$ cat src/rtl/bpq_pkg.sv
`timescale 1ns / 1ps
`default_nettype none
// ----------------------------------------------------------------------------
// bpq_pkg
// Shared sizes, codes and types of the bounded priority queue.
// ----------------------------------------------------------------------------
package bpq_pkg;

    localparam int CAPACITY      = 8;
    localparam int VALUE_BITS    = 32;
    localparam int PRIORITY_BITS = 8;
    localparam int COUNT_BITS    = $clog2(CAPACITY + 1);
    localparam int ACTION_BITS   = 2;
    localparam int STATUS_BITS   = 2;

    typedef enum logic [ACTION_BITS-1:0] {
        ACT_ENQUEUE = 2'd0,
        ACT_DEQUEUE = 2'd1,
        ACT_PEEK    = 2'd2
    } action_t;

    typedef enum logic [STATUS_BITS-1:0] {
        ST_DONE  = 2'd0,
        ST_FULL  = 2'd1,
        ST_EMPTY = 2'd2
    } status_t;

    typedef struct packed {
        logic signed [VALUE_BITS-1:0] value;
        logic [PRIORITY_BITS-1:0]     prio;
    } entry_t;

    typedef struct packed {
        logic   enq;
        logic   deq;
        entry_t new_entry;
    } cell_ctrl_t;

endpackage
`default_nettype wire

$ cat src/rtl/bpq_if.sv
`timescale 1ns / 1ps
`default_nettype none
// ----------------------------------------------------------------------------
// bpq_req_if / bpq_rsp_if
// Valid/ready channels for queue requests and their results.
// ----------------------------------------------------------------------------
interface bpq_req_if import bpq_pkg::*; ();
    logic                         valid;
    logic                         ready;
    logic [ACTION_BITS-1:0]       action;
    logic signed [VALUE_BITS-1:0] entry_value;
    logic [PRIORITY_BITS-1:0]     entry_priority;

    modport source (output valid, action, entry_value, entry_priority, input ready);
    modport sink   (input valid, action, entry_value, entry_priority, output ready);
endinterface

interface bpq_rsp_if import bpq_pkg::*; ();
    logic                         valid;
    logic                         ready;
    logic [STATUS_BITS-1:0]       status;
    logic signed [VALUE_BITS-1:0] head_value;
    logic [PRIORITY_BITS-1:0]     head_priority;
    logic [COUNT_BITS-1:0]        occupancy;

    modport source (output valid, status, head_value, head_priority, occupancy,
                    input ready);
    modport sink   (input valid, status, head_value, head_priority, occupancy,
                    output ready);
endinterface
`default_nettype wire

$ cat src/rtl/bpq_cell.sv
`timescale 1ns / 1ps
`default_nettype none
// ----------------------------------------------------------------------------
// bpq_cell
// One slot of the sorted chain: holds an entry, shifts toward the tail on
// enqueue and toward the head on dequeue.
// ----------------------------------------------------------------------------
module bpq_cell import bpq_pkg::*; (
    input  wire logic       clk,
    input  wire cell_ctrl_t ctrl,
    input  wire logic       occupied,
    input  wire logic       left_ge,
    input  wire entry_t     left_entry,
    input  wire entry_t     right_entry,
    output logic            ge,
    output entry_t          entry
);

    entry_t entry_reg;
    entry_t entry_next;

    // new entry goes in front of this slot's entry, or slot is past the tail
    assign ge = !occupied || (entry_reg.prio >= ctrl.new_entry.prio);

    always_comb
    begin
        entry_next = entry_reg;
        if (ctrl.enq && ge)
        begin
            entry_next = left_ge ? left_entry : ctrl.new_entry;
        end
        else if (ctrl.deq)
        begin
            entry_next = right_entry;
        end
    end

    always_ff @(posedge clk)
    begin
        entry_reg <= entry_next;
    end

    assign entry = entry_reg;

endmodule
`default_nettype wire

$ cat src/rtl/bounded_priority_queue.sv
`timescale 1ns / 1ps
`default_nettype none
// ----------------------------------------------------------------------------
// bounded_priority_queue
// Sorted priority queue built as a chain of shifting slot cells.
// ----------------------------------------------------------------------------
//  channel  role  carries
//  req      sink  action, entry_value, entry_priority
//  rsp      src   status, head_value, head_priority, occupancy
//
//  One item per cycle while req.ready is high: the slot chain compares and
//  shifts on acceptance, and the result lands in an output register in the
//  cycle after acceptance. req.ready is high while the output register is
//  empty or being drained. Reset clears the fill count and the output valid;
//  slot contents are not cleared, only slots below the fill count are read.
// ----------------------------------------------------------------------------
module bounded_priority_queue import bpq_pkg::*; (
    input  wire logic clk,
    input  wire logic rst_n,
    bpq_req_if.sink   req,
    bpq_rsp_if.source rsp
);

    logic [COUNT_BITS-1:0] count_reg;
    logic [COUNT_BITS-1:0] count_next;
    logic                  rsp_valid_reg;
    status_t               status_reg;
    status_t               status_next;
    entry_t                head_reg;
    entry_t                head_next;
    logic [COUNT_BITS-1:0] occ_reg;

    cell_ctrl_t            ctrl;
    logic                  fire;
    logic                  full;
    logic                  empty;

    entry_t                cell_entry [CAPACITY];
    logic                  cell_ge    [CAPACITY];

    assign req.ready = !rsp_valid_reg || rsp.ready;
    assign fire      = req.valid && req.ready;
    assign full      = (count_reg == COUNT_BITS'(CAPACITY));
    assign empty     = (count_reg == '0);

    always_comb
    begin
        ctrl.enq            = 1'b0;
        ctrl.deq            = 1'b0;
        ctrl.new_entry.value = req.entry_value;
        ctrl.new_entry.prio  = req.entry_priority;
        count_next          = count_reg;
        status_next         = ST_DONE;
        head_next           = '0;
        case (action_t'(req.action))
            ACT_ENQUEUE:
            begin
                if (full)
                begin
                    status_next = ST_FULL;
                end
                else
                begin
                    ctrl.enq   = fire;
                    count_next = count_reg + 1'b1;
                end
            end
            ACT_DEQUEUE:
            begin
                if (empty)
                begin
                    status_next = ST_EMPTY;
                end
                else
                begin
                    ctrl.deq   = fire;
                    head_next  = cell_entry[0];
                    count_next = count_reg - 1'b1;
                end
            end
            ACT_PEEK:
            begin
                if (empty)
                begin
                    status_next = ST_EMPTY;
                end
                else
                begin
                    head_next = cell_entry[0];
                end
            end
            default:
            begin
                status_next = ST_DONE;
            end
        endcase
    end

    genvar i;
    generate
        for (i = 0; i < CAPACITY; i++)
        begin : g_cell
            logic   occupied;
            logic   left_ge;
            entry_t left_entry;
            entry_t right_entry;

            assign occupied = (COUNT_BITS'(i) < count_reg);

            if (i == 0)
            begin : g_head
                assign left_ge    = 1'b0;
                assign left_entry = ctrl.new_entry;
            end
            else
            begin : g_body
                assign left_ge    = cell_ge[i-1];
                assign left_entry = cell_entry[i-1];
            end

            if (i == CAPACITY - 1)
            begin : g_tail
                assign right_entry = cell_entry[i];
            end
            else
            begin : g_link
                assign right_entry = cell_entry[i+1];
            end

            bpq_cell u_cell (
                .clk         (clk),
                .ctrl        (ctrl),
                .occupied    (occupied),
                .left_ge     (left_ge),
                .left_entry  (left_entry),
                .right_entry (right_entry),
                .ge          (cell_ge[i]),
                .entry       (cell_entry[i])
            );
        end
    endgenerate

    always_ff @(posedge clk or negedge rst_n)
    begin
        if (!rst_n)
        begin
            count_reg     <= '0;
            rsp_valid_reg <= 1'b0;
        end
        else
        begin
            if (fire)
            begin
                count_reg     <= count_next;
                rsp_valid_reg <= 1'b1;
            end
            else if (rsp.ready)
            begin
                rsp_valid_reg <= 1'b0;
            end
        end
    end

    always_ff @(posedge clk)
    begin
        if (fire)
        begin
            status_reg <= status_next;
            head_reg   <= head_next;
            occ_reg    <= count_next;
        end
    end

    assign rsp.valid         = rsp_valid_reg;
    assign rsp.status        = status_reg;
    assign rsp.head_value    = head_reg.value;
    assign rsp.head_priority = head_reg.prio;
    assign rsp.occupancy     = occ_reg;

endmodule
`default_nettype wire

$ cat src/flat_wrapper.sv
// flat-port wrapper written by rule: the top's interface ports become plain ports
module bounded_priority_queue_flat import bpq_pkg::*;
  (clk, rst_n, req_valid, req_action, req_entry_value, req_entry_priority, req_ready, rsp_valid, rsp_status, rsp_head_value, rsp_head_priority, rsp_occupancy, rsp_ready);
  bpq_req_if req_i ();
  bpq_rsp_if rsp_i ();
  input  wire logic clk;
  input  wire logic rst_n;
  input wire logic [$bits(req_i.valid)-1:0] req_valid;
  input wire logic [$bits(req_i.action)-1:0] req_action;
  input wire logic [$bits(req_i.entry_value)-1:0] req_entry_value;
  input wire logic [$bits(req_i.entry_priority)-1:0] req_entry_priority;
  output wire logic [$bits(req_i.ready)-1:0] req_ready;
  output wire logic [$bits(rsp_i.valid)-1:0] rsp_valid;
  output wire logic [$bits(rsp_i.status)-1:0] rsp_status;
  output wire logic [$bits(rsp_i.head_value)-1:0] rsp_head_value;
  output wire logic [$bits(rsp_i.head_priority)-1:0] rsp_head_priority;
  output wire logic [$bits(rsp_i.occupancy)-1:0] rsp_occupancy;
  input wire logic [$bits(rsp_i.ready)-1:0] rsp_ready;
  assign req_i.valid = req_valid;
  assign req_i.action = req_action;
  assign req_i.entry_value = req_entry_value;
  assign req_i.entry_priority = req_entry_priority;
  assign req_ready = req_i.ready;
  assign rsp_valid = rsp_i.valid;
  assign rsp_status = rsp_i.status;
  assign rsp_head_value = rsp_i.head_value;
  assign rsp_head_priority = rsp_i.head_priority;
  assign rsp_occupancy = rsp_i.occupancy;
  assign rsp_i.ready = rsp_ready;
  bounded_priority_queue u_core (.clk(clk), .rst_n(rst_n), .req(req_i), .rsp(rsp_i));
endmodule
$ cat config.mk
export PLATFORM = sky130hd
export DESIGN_NAME = bounded_priority_queue_flat
export DESIGN_NICKNAME = d
export VERILOG_FILES = /design/src/rtl/bpq_pkg.sv /design/src/rtl/bpq_if.sv /design/src/rtl/bpq_cell.sv /design/src/rtl/bounded_priority_queue.sv /design/src/flat_wrapper.sv
export SDC_FILE = /design/constraint.sdc
export NUM_CORES = 1
export LEC_CHECK = 0
export BUFFER_PORTS_ARGS = -buffer_cell sky130_fd_sc_hd__buf_2
export CAP_MARGIN = 0
export CORE_MARGIN = 1.5
export CORE_UTILIZATION = 55
export DETAILED_ROUTE_END_ITERATION = 16
export GPL_TIMING_DRIVEN = 0
export PLACE_DENSITY = 0.76
export SYNTH_ARGS = -nofsm -noshare
export SYNTH_HDL_FRONTEND = slang
export SYNTH_SLANG_ARGS = --single-unit
$ cat constraint.sdc
create_clock -name clk -period 3.85 [get_ports clk]
set_input_delay 0.385 -clock clk [delete_from_list [all_inputs] [get_ports clk]]
set_output_delay 0.385 -clock clk [all_outputs]
set_load 0.005 [all_outputs]
# Yosys cells after proc, flatten, opt, wreduce, memory -nomap -nowiden
# Cells that the tools add are included.
[word_totals] ff_bits=371 out_inout_bits=48 elab_cells=116
[classes] n_addsub=2 order_cmp=16 eq_ne=3 n_mux=33 bitwise_logic=1 reduce_logical=39
[op_table] cell="40-bit two-way mux" count=21
[op_table] cell="8-bit >= comparator" count=8
[op_table] cell="3-bit by 4-bit less-than comparator with 1-bit output (first input constant)" count=4
[op_table] cell="2-bit nonzero test" count=8
[op_table] cell="1-bit logical AND" count=9
[op_table] cell="1-bit zero test" count=9
[op_table] cell="1-bit logical OR" count=9
[op_table] cell="1-bit by 4-bit less-than comparator with 1-bit output (first input constant)" count=2
[op_table] cell="2-bit by 4-bit less-than comparator with 1-bit output (first input constant)" count=2
[op_table] cell="4-bit two-way mux" count=2
[op_table] cell="4-bit case mux with 2 select lines" count=1
[op_table] cell="1-bit two-way mux" count=7
[op_table] cell="4-bit by 1-bit adder with 4-bit output (second input constant)" count=1
[op_table] cell="4-bit == test (second input constant)" count=1
[op_table] cell="4-bit zero test" count=1
[op_table] cell="2-bit case mux with 2 select lines" count=1
[op_table] cell="2-bit OR reduction" count=2
[op_table] cell="4-bit by 1-bit subtractor with 4-bit output (second input constant)" count=1
[op_table] cell="2-bit by 1-bit == test with 1-bit output (second input constant)" count=1
[op_table] cell="2-bit == test (second input constant)" count=1
[op_table] cell="2-bit zero test" count=1
[op_table] cell="2-bit two-way mux" count=1
[op_table] cell="1-bit NOT" count=1

# Depth between registers and ports, before layout
# Gate-level depths: netlist of run 1.
[depth] depth_word=7 ltp_mapped=11 depth_no_buf=8

# Hierarchy
# From an unflattened synthesis of run 1, not the netlist that was laid out.
[unflattened] cells_unflattened=1497 hier_area_um2=23105.9
[modules_own_cells] module="bpq_cell" n_inst=8 cells_per_inst=166 area_per_inst_um2=2603.7
[modules_own_cells] module="bounded_priority_queue" n_inst=1 cells_per_inst=169 area_per_inst_um2=2275.9

# Worst setup path after synthesis of run 1
# OpenSTA, ideal clock, no wires.
[synth_path] kind="input -> register" start="input req_entry_priority[5]" end="register u_core.g_cell[1].u_cell.entry_reg, in the netlist u_core.g_cell[1].u_cell.entry[0], enable pin" t_arrival_ps=2605 required_time_ps=3319 path_slack_ps=714 stages=8 path_buffers=1 cell_sequence="inv_1 ha_1 a211o_1 a221oi_2 o31ai_2 nand2_2 buf_2 nand2_1"
[synth_between] elab_chain_len=4
[synth_rtl] item="from (decl)" line_no="flat_wrapper.sv:11" text="input wire logic [$bits(req_i.entry_priority)-1:0] req_entry_priority;"
[synth_rtl] item="8-bit >= comparator" line_no="bpq_cell.sv:23" text="assign ge = !occupied || (entry_reg.prio >= ctrl.new_entry.prio);"
[synth_rtl] item="1-bit logical OR" line_no="bpq_cell.sv:23"
[synth_rtl] item="1-bit logical AND" line_no="bpq_cell.sv:28" text="if (ctrl.enq && ge)"
[synth_rtl] item="2-bit nonzero test (no source line)"
[synth_rtl] item="to (signal assigned)" line_no="bpq_cell.sv:40" text="entry_reg <= entry_next;"
[synth_rtl] item="to (decl)" line_no="bpq_cell.sv:19" text="entry_t entry_reg;"
# Every way passes these cells.
# A chain may end at the register's enable or synchronous reset.

# Worst setup path in the final report of run 1
[layout_path] start="register u_core.count_reg[1]" end="register u_core.g_cell[0].u_cell.entry_reg, in the netlist u_core.g_cell[0].u_cell.entry[16], enable pin"
[layout_between] elab_chain_len=5
[layout_rtl] item="from (decl)" line_no="bounded_priority_queue.sv:24" text="logic [COUNT_BITS-1:0] count_reg;"
[layout_rtl] item="from (signal assigned)" line_no="bounded_priority_queue.sv:154" text="count_reg <= count_next;"
[layout_rtl] item="1-bit by 4-bit less-than comparator with 1-bit output / 4-bit == test (equally long branches)" line_no="bounded_priority_queue.sv:108, bounded_priority_queue.sv:43"
[layout_rtl] item="1-bit zero test / 1-bit two-way mux (equally long branches)" line_no="bpq_cell.sv:23, bounded_priority_queue.sv:58"
[layout_rtl] item="1-bit logical OR / 1-bit two-way mux (equally long branches)" line_no="bpq_cell.sv:23, bounded_priority_queue.sv:55"
[layout_rtl] item="1-bit logical AND" line_no="bpq_cell.sv:28"
[layout_rtl] item="2-bit nonzero test (no source line) (*)"
[layout_rtl] item="to (signal assigned)" line_no="bpq_cell.sv:40"
[layout_rtl] item="to (decl)" line_no="bpq_cell.sv:19"
# Every way passes the cells marked *; elsewhere a longest branch is shown, timed or not.

==> metrics.yaml, run 1 <==
timing:
  fin_crit_ns: 3.36
  hold_viol_final: 0
  worstMarginPinSlew_ns: 0.726
  setup_viol: 0
  clock.fmax_mhz: 298
  max-slew-margin-rel_pct: 51.6
  timing_max_transition_violations_final: 0
  timing.clock.skew_ns: 0.0115
  grt_setup_unrepaired: "false"
  fin_hold_ws_ns: 0.0866
  post-route-period-util_pct: 87.2
min_path:
  min_delay_path_depth: 2
  min_delay_worst_endpoint: "u_core.rsp.valid"
  worstHoldPathType: "input port to flip-flop"
  hold_path_startpoint: "req_valid"
placement:
  dpl.hpwl_um: 32900
  io_buffer_count: 93
  routabilityCongestion: 0.867
logic_synthesis:
  async_flop_share_pct: 1.35
  yosysUniqueCellTypes: 53
  synth-edff-count: 366
  mappedNetlistArea_um2: 19200
  synth_seq_cells: 371
  synth.net_count: 1694
  most_used_flip_flop_cell_after_synthesis: "sky130_fd_sc_hd__edfxtp_1"
  postSynthCellCount: 1578
  ys_seq_area_share_pct: 57.8
  synthesis.area_per_instance_um2: 12.2
  yosys_warns: 0
critical_path:
  startpoint_of_the_worst_slack_reg_to_reg_timing_path: "u_core.count_reg[1]"
  timing.critical_path.from_type: "flip-flop"
  critPathSlowestCell: "sky130_fd_sc_hd__nand2_2"
  capturing_point_of_the_worst_reg2reg_path: "u_core.g_cell[0].u_cell.entry[16]"
  maximum_single_stage_delay_on_the_critical_path_ns: 0.69
  path_max_fanout: 21
  cp_data_arrival_time_ns: 3.58
  cp_top_family: "simple AND/OR/NAND/NOR gates"
  cp.required_ns: 4.07
  ff2ff_setup_slack_ns: 0.49
  end_kind: "flip-flop"
  worstSetupPathDepth: 7
  cell_breakdown_of_the_critical_path: "inv_1, ha_1, buf_2, nand2_1, nand3_1, nand2_2, buf_16"
  worst-path-buf-inv: 3
  timing_worst_setup_path_type: "flip-flop to flip-flop"
  worst_r2r_path_depth: 7
route:
  drt-initial-drc-count: 1113
  vias: 13000
  drcViolationCount: 0
  drt.antenna.violating_nets: 0
  drt-wirelength-per-cell_um: 20.9
  drt_pass1_iterations: 5
  routed_wl_um: 46000
  route.detailed.vias_per_inst: 5.88
grt:
  first_global_vias: 13200
  grt_pass1_wl_um: 71500
  overall_routing_resource_usage_pct: 25.6
  grt_max_degree: 55
  grt.overflow.total: 0
  antenna_found_initial: 0
power_and_ir_drop:
  ir_worst_vdd_mv: 0.299
  cellLeakagePower_nw: 8.96
  power.density_nw_per_um2: 579
clock_network:
  clock_tree.root_cell: "sky130_fd_sc_hd__clkbuf_16"
  cts_sinks: 371
  clk-insertion-delay-late_ns: 0.53
  htree_levels: 2
  clkSlewWorstSetupHoldPaths_ns: 0.06
  cts-buffers-inserted: 40
  clock_tree_from_tritoncts: "yes"
  number_of_buffers_on_the_longest_clock_path: 3
finish:
  layout.area.seq_um2: 11100
  fillerInstances: 2730
  area.growth.synth_to_final_pct: 12.6
  post_route_cells_drive_above_1_share_pct: 15.5
  design.final.nets: 1838
  finalCoreUtilization_pct: 62.8
  largest_register_ff_count: 320
  multi_input_area_um2: 7440
floorplanning:
  coreArea_um2: 34500
  starting_density_of_the_core_pct: 55.8
  die_w_um: 190
  die-area_um2: 36100
  die_boundary_height_um: 190
  core_rows: 68
  boundary_pins: 94
job:
  cap_violations: 0
run_status:
  outcome: "finished, final reports clean"
[final cells by class]
| type | count | area share, % |
|---|---|---|
| multi-input cells | 1082 | 34.4 |
| clock inverters | 15 | 0.422 |
| inverters | 22 | 0.382 |
| diodes | 1 | 0.0116 |
| plain buffers | 103 | 2.82 |
| flip-flops and latches | 371 | 51.4 |
| well taps | 455 | 2.63 |
| repair buffers | 102 | 3.08 |
| clock buffers | 52 | 4.93 |
[cell usage in the layout (no fill, tap or decap), types with 21 or more instances in the layout]
cell and n:
sky130_fd_sc_hd__nor2_1 199, sky130_fd_sc_hd__buf_4 21, sky130_fd_sc_hd__clkbuf_16 41, sky130_fd_sc_hd__a21oi_1 197
sky130_fd_sc_hd__nand2_1 96, sky130_fd_sc_hd__mux2_1 71, sky130_fd_sc_hd__mux2i_1 205, sky130_fd_sc_hd__o21ai_0 82
sky130_fd_sc_hd__inv_1 21, sky130_fd_sc_hd__edfxtp_1 366, sky130_fd_sc_hd__and3_1 41, sky130_fd_sc_hd__ha_1 70
sky130_fd_sc_hd__buf_2 147, sky130_fd_sc_hd__clkbuf_1 28
[worst max path at each step]
stage,from,end
after detailed placement,req_entry_priority[5],u_core.g_cell[1].u_cell.entry[19]
final,u_core.count_reg[1],u_core.g_cell[0].u_cell.entry[16]
after global placement,req_entry_priority[5],u_core.g_cell[1].u_cell.entry[19]
after floorplan,req_entry_priority[5],u_core.g_cell[1].u_cell.entry[0]
after CTS,u_core.count_reg[1],u_core.g_cell[0].u_cell.entry[14]
after global routing,u_core.count_reg[1],u_core.g_cell[0].u_cell.entry[14]
[power by group]
group | internal [mW] | leakage [nW] | switching [mW]
Combinational | 1.54 | 4.95 | 2.22
Sequential | 5.04 | 3.44 | 0.206
Clock | 2.00 | 0.562 | 1.52
Total | 8.58 | 8.96 | 3.94
[stage by stage]
stage                     setup slack, ns  instances  total power, mW  setup TNS (ns)  cell area (um^2)
after global placement             -0.739       2126             8.89         -140.46             20300
after global routing                0.360       2202             13.1               0             21600
after detailed placement           0.0800       2134             9.04               0             20500
final                               0.491       2203             12.5               0             21600
after floorplan                     0.714       1578             7.98               0             19200
after CTS                           0.521       2202             12.5               0             21600
[routing by layer]
layer	up-vias	routed length, um	track usage, %
li1	6148	-	-
met2	417	22300	43.5
met3	95	2760	4.57
met5	-	0	0
met1	6292	19400	33.0
met4	0	1490	9.25
[cell usage after synthesis (all sizes together), types with 11 or more instances]
cell type / instances / area share, %
a21oi: 202 / 5.4
and3: 41 / 1.3
edfxtp: 366 / 57
inv: 22 / 0.43
ha: 70 / 4.6
mux2: 81 / 4.7
nand2b: 14 / 0.49
nand2: 102 / 2.0
mux2i: 205 / 11
clkbuf: 18 / 0.36
buf: 85 / 2.8
nor2: 203 / 4.0
a211oi: 11 / 0.43
o21ai: 90 / 2.3
[kinds of logic (layout without fill, tap and decap cells)]
| kind of cell | count (synthesis) | after routing | share of synthesized area, % |
|---|---|---|---|
| flops | 371 | 371 | 57.8 |
| mux | 286 | 286 | 15.4 |
| other cells | 0 | 1 | 0 |
| buf+inv | 125 | 294 | 3.60 |
| compound gates | 341 | 341 | 9.83 |
| xor+xnor | 1 | 1 | 0.0456 |
| simple gates | 384 | 384 | 8.73 |
| fa+ha+maj | 70 | 70 | 4.56 |
[what timing repair did]
item	in CTS	in global routing
resized for setup	0	0
endpoints found under the hold margin	5	0
setup buffers	0	0
hold buffers	1	0
Note: power is estimated with default switching activity, not from simulation.
==> run 2: changes to the inputs <==
- clock period: 3.85 -> 3.25 ns (I/O delays scaled with it)
==> metrics.yaml, run 2 (synthesis results as in run 1) <==
critical_path:
  cp.required_ns: 3.52
  end_kind: "flip-flop"
  path_max_fanout: 21
  cell_breakdown_of_the_critical_path: "inv_1, ha_1, buf_2, or2_1, a221oi_2, o31ai_2, nand2_2, buf_2, nand2_4, buf_16"
  path_common_cell: "sky130_fd_sc_hd__buf_2"
  cp_data_arrival_time_ns: 3.39
  maximum_single_stage_delay_on_the_critical_path_ns: 0.50
  critPathSlowestCell: "sky130_fd_sc_hd__dfrtp_1"
  timing_worst_setup_path_type: "flip-flop to flip-flop"
  worst-path-buf-inv: 4
  timing.critical_path.from_type: "flip-flop"
  cp_top_family: "buffers and inverters"
timing:
  timing.clock.skew_ns: 0.0102
  timing.setup.tns_ns: 0
  timing_max_transition_violations_final: 0
  hold_viol_final: 0
  fin_hold_ws_ns: 0.0247
  fin_crit_ns: 3.12
  max-slew-margin-rel_pct: 56.8
  grt_setup_unrepaired: "false"
  worstMarginPinSlew_ns: 0.632
  clock.fmax_mhz: 321
  finalWorstSetupSlack_ns: 0.134
  setup_viol: 0
  post-route-period-util_pct: 95.9
grt:
  grt_pass1_wl_um: 71500
  first_global_vias: 13200
  antenna_found_initial: 0
  grt.overflow.total: 0
  grt_max_degree: 55
  overall_routing_resource_usage_pct: 25.6
clock_network:
  clock_tree_from_tritoncts: "yes"
  clkSlewWorstSetupHoldPaths_ns: 0.06
  clk-insertion-delay-late_ns: 0.53
  cts-buffers-inserted: 40
  htree_levels: 2
  cts_sinks: 371
  clock_tree.root_cell: "sky130_fd_sc_hd__clkbuf_16"
  number_of_buffers_on_the_longest_clock_path: 3
finish:
  multi_input_area_um2: 7460
  post_route_cells_drive_above_1_share_pct: 15.6
  final_area_um2: 21700
  area.growth.synth_to_final_pct: 12.7
  fillerInstances: 2726
  layout.area.seq_um2: 11100
  finalCoreUtilization_pct: 62.9
  layout_commonest_cell: "sky130_fd_sc_hd__edfxtp_1"
  design.final.nets: 1838
  finish.cell_count_without_fillers: 2202
  antenna_cells: 0
  most-common-layout-cells: "sky130_fd_sc_hd__edfxtp_1, sky130_fd_sc_hd__mux2i_1, sky130_fd_sc_hd__nor2_1"
  largest_register_ff_count: 320
placement:
  dpl.hpwl_um: 32900
  placed_area_um2: 20500
  io_buffer_count: 93
  placed_cells: 2134
  pre_cts_ws_ns: -0.460
  routabilityCongestion: 0.867
route:
  vias: 13000
  routed_wl_um: 46000
  drt-initial-drc-count: 1191
  drt-wirelength-per-cell_um: 20.9
  route.detailed.vias_per_inst: 5.90
  drcViolationCount: 0
  drt.antenna.violating_nets: 0
  drt_pass1_iterations: 5
power_and_ir_drop:
  post-layout-total-power_mw: 14.8
  power.density_nw_per_um2: 685
  clkPwrFrac_pct: 28.1
  power_switching_mw: 4.68
  ir_worst_vdd_mv: 0.356
  cell_internal_pwr_mw: 10.2
  pwr-share-seq_pct: 41.8
  cellLeakagePower_nw: 8.97
  combPwrFrac_pct: 30.1
  sw_frac_of_total_pct: 31.5
floorplanning:
  starting_density_of_the_core_pct: 55.8
  die-area_um2: 36100
  core_rows: 68
  boundary_pins: 94
  die_boundary_height_um: 190
  die_w_um: 190
  coreArea_um2: 34500
run_status:
  outcome: "finished, final reports clean"
job:
  cap_violations: 0
min_path:
  worstHoldPathType: "input port to flip-flop"
[run 2: power by group through the flow]
stage                     registers, mW  logic, mW  clock network (mW)
after floorplan                    6.23       3.22                   0
after global placement             6.30       4.23                   0
after detailed placement           6.30       4.41                   0
after CTS                          6.20       4.44                4.22
after global routing               6.25       4.83                4.40
final                              6.21       4.47                4.17
[run 2: routing by layer]
| layer | up-vias | track usage (%) | wire (um) | share of wire (%) |
|---|---|---|---|---|
| li1 | 6146 | - | - | - |
| met1 | 6303 | 33.0 | 19200 | 42 |
| met2 | 437 | 43.5 | 22300 | 49 |
| met3 | 97 | 4.57 | 2980 | 6.5 |
| met4 | 0 | 9.25 | 1460 | 3.2 |
| met5 | - | 0 | 0 | 0 |
[run 2: final timing paths]
kind	to	slack [ns]	cells past startpoint	startpoint
setup / recovery	u_core.g_cell[1].u_cell.entry[13]	0.13	10	u_core.count_reg[1]
hold reg to reg	u_core.g_cell[6].u_cell.entry[17]	0.53	2	u_core.g_cell[7].u_cell.entry[17]
setup reg to reg	u_core.g_cell[1].u_cell.entry[13]	0.13	10	u_core.count_reg[1]
hold / removal	u_core.rsp.valid	0.02	2	req_valid
max in group asynchronous	u_core.count_reg[2]	2.95	2	rst_n
min in group asynchronous	u_core.count_reg[3]	0.15	2	rst_n
[run 2: worst reg2reg max path: stages (launching register included)]
cell and delay, ns:
sky130_fd_sc_hd__dfrtp_1 0.50, sky130_fd_sc_hd__inv_1 0.11, sky130_fd_sc_hd__ha_1 0.18, sky130_fd_sc_hd__buf_2 0.18
sky130_fd_sc_hd__or2_1 0.25, sky130_fd_sc_hd__a221oi_2 0.31, sky130_fd_sc_hd__o31ai_2 0.19, sky130_fd_sc_hd__nand2_2 0.24
sky130_fd_sc_hd__buf_2 0.32, sky130_fd_sc_hd__nand2_4 0.28, sky130_fd_sc_hd__buf_16 0.26
[run 2: cell type report]
cell class | instances | area share (%)
well taps | 455 | 2.63
clock buffers | 52 | 4.93
inverters | 22 | 0.381
multi-input cells | 1082 | 34.4
clock inverters | 15 | 0.422
repair buffers | 102 | 3.07
plain buffers | 103 | 2.83
flip-flops and latches | 371 | 51.3
[run 2: repair_timing]
action,CTS,global route
gates resized for setup,0,7
hold endpoints to repair,5,0
hold buffers,1,0
buffers inserted,0,0
gates cloned,0,0
pin swaps,0,0
setup endpoints to repair,62,200
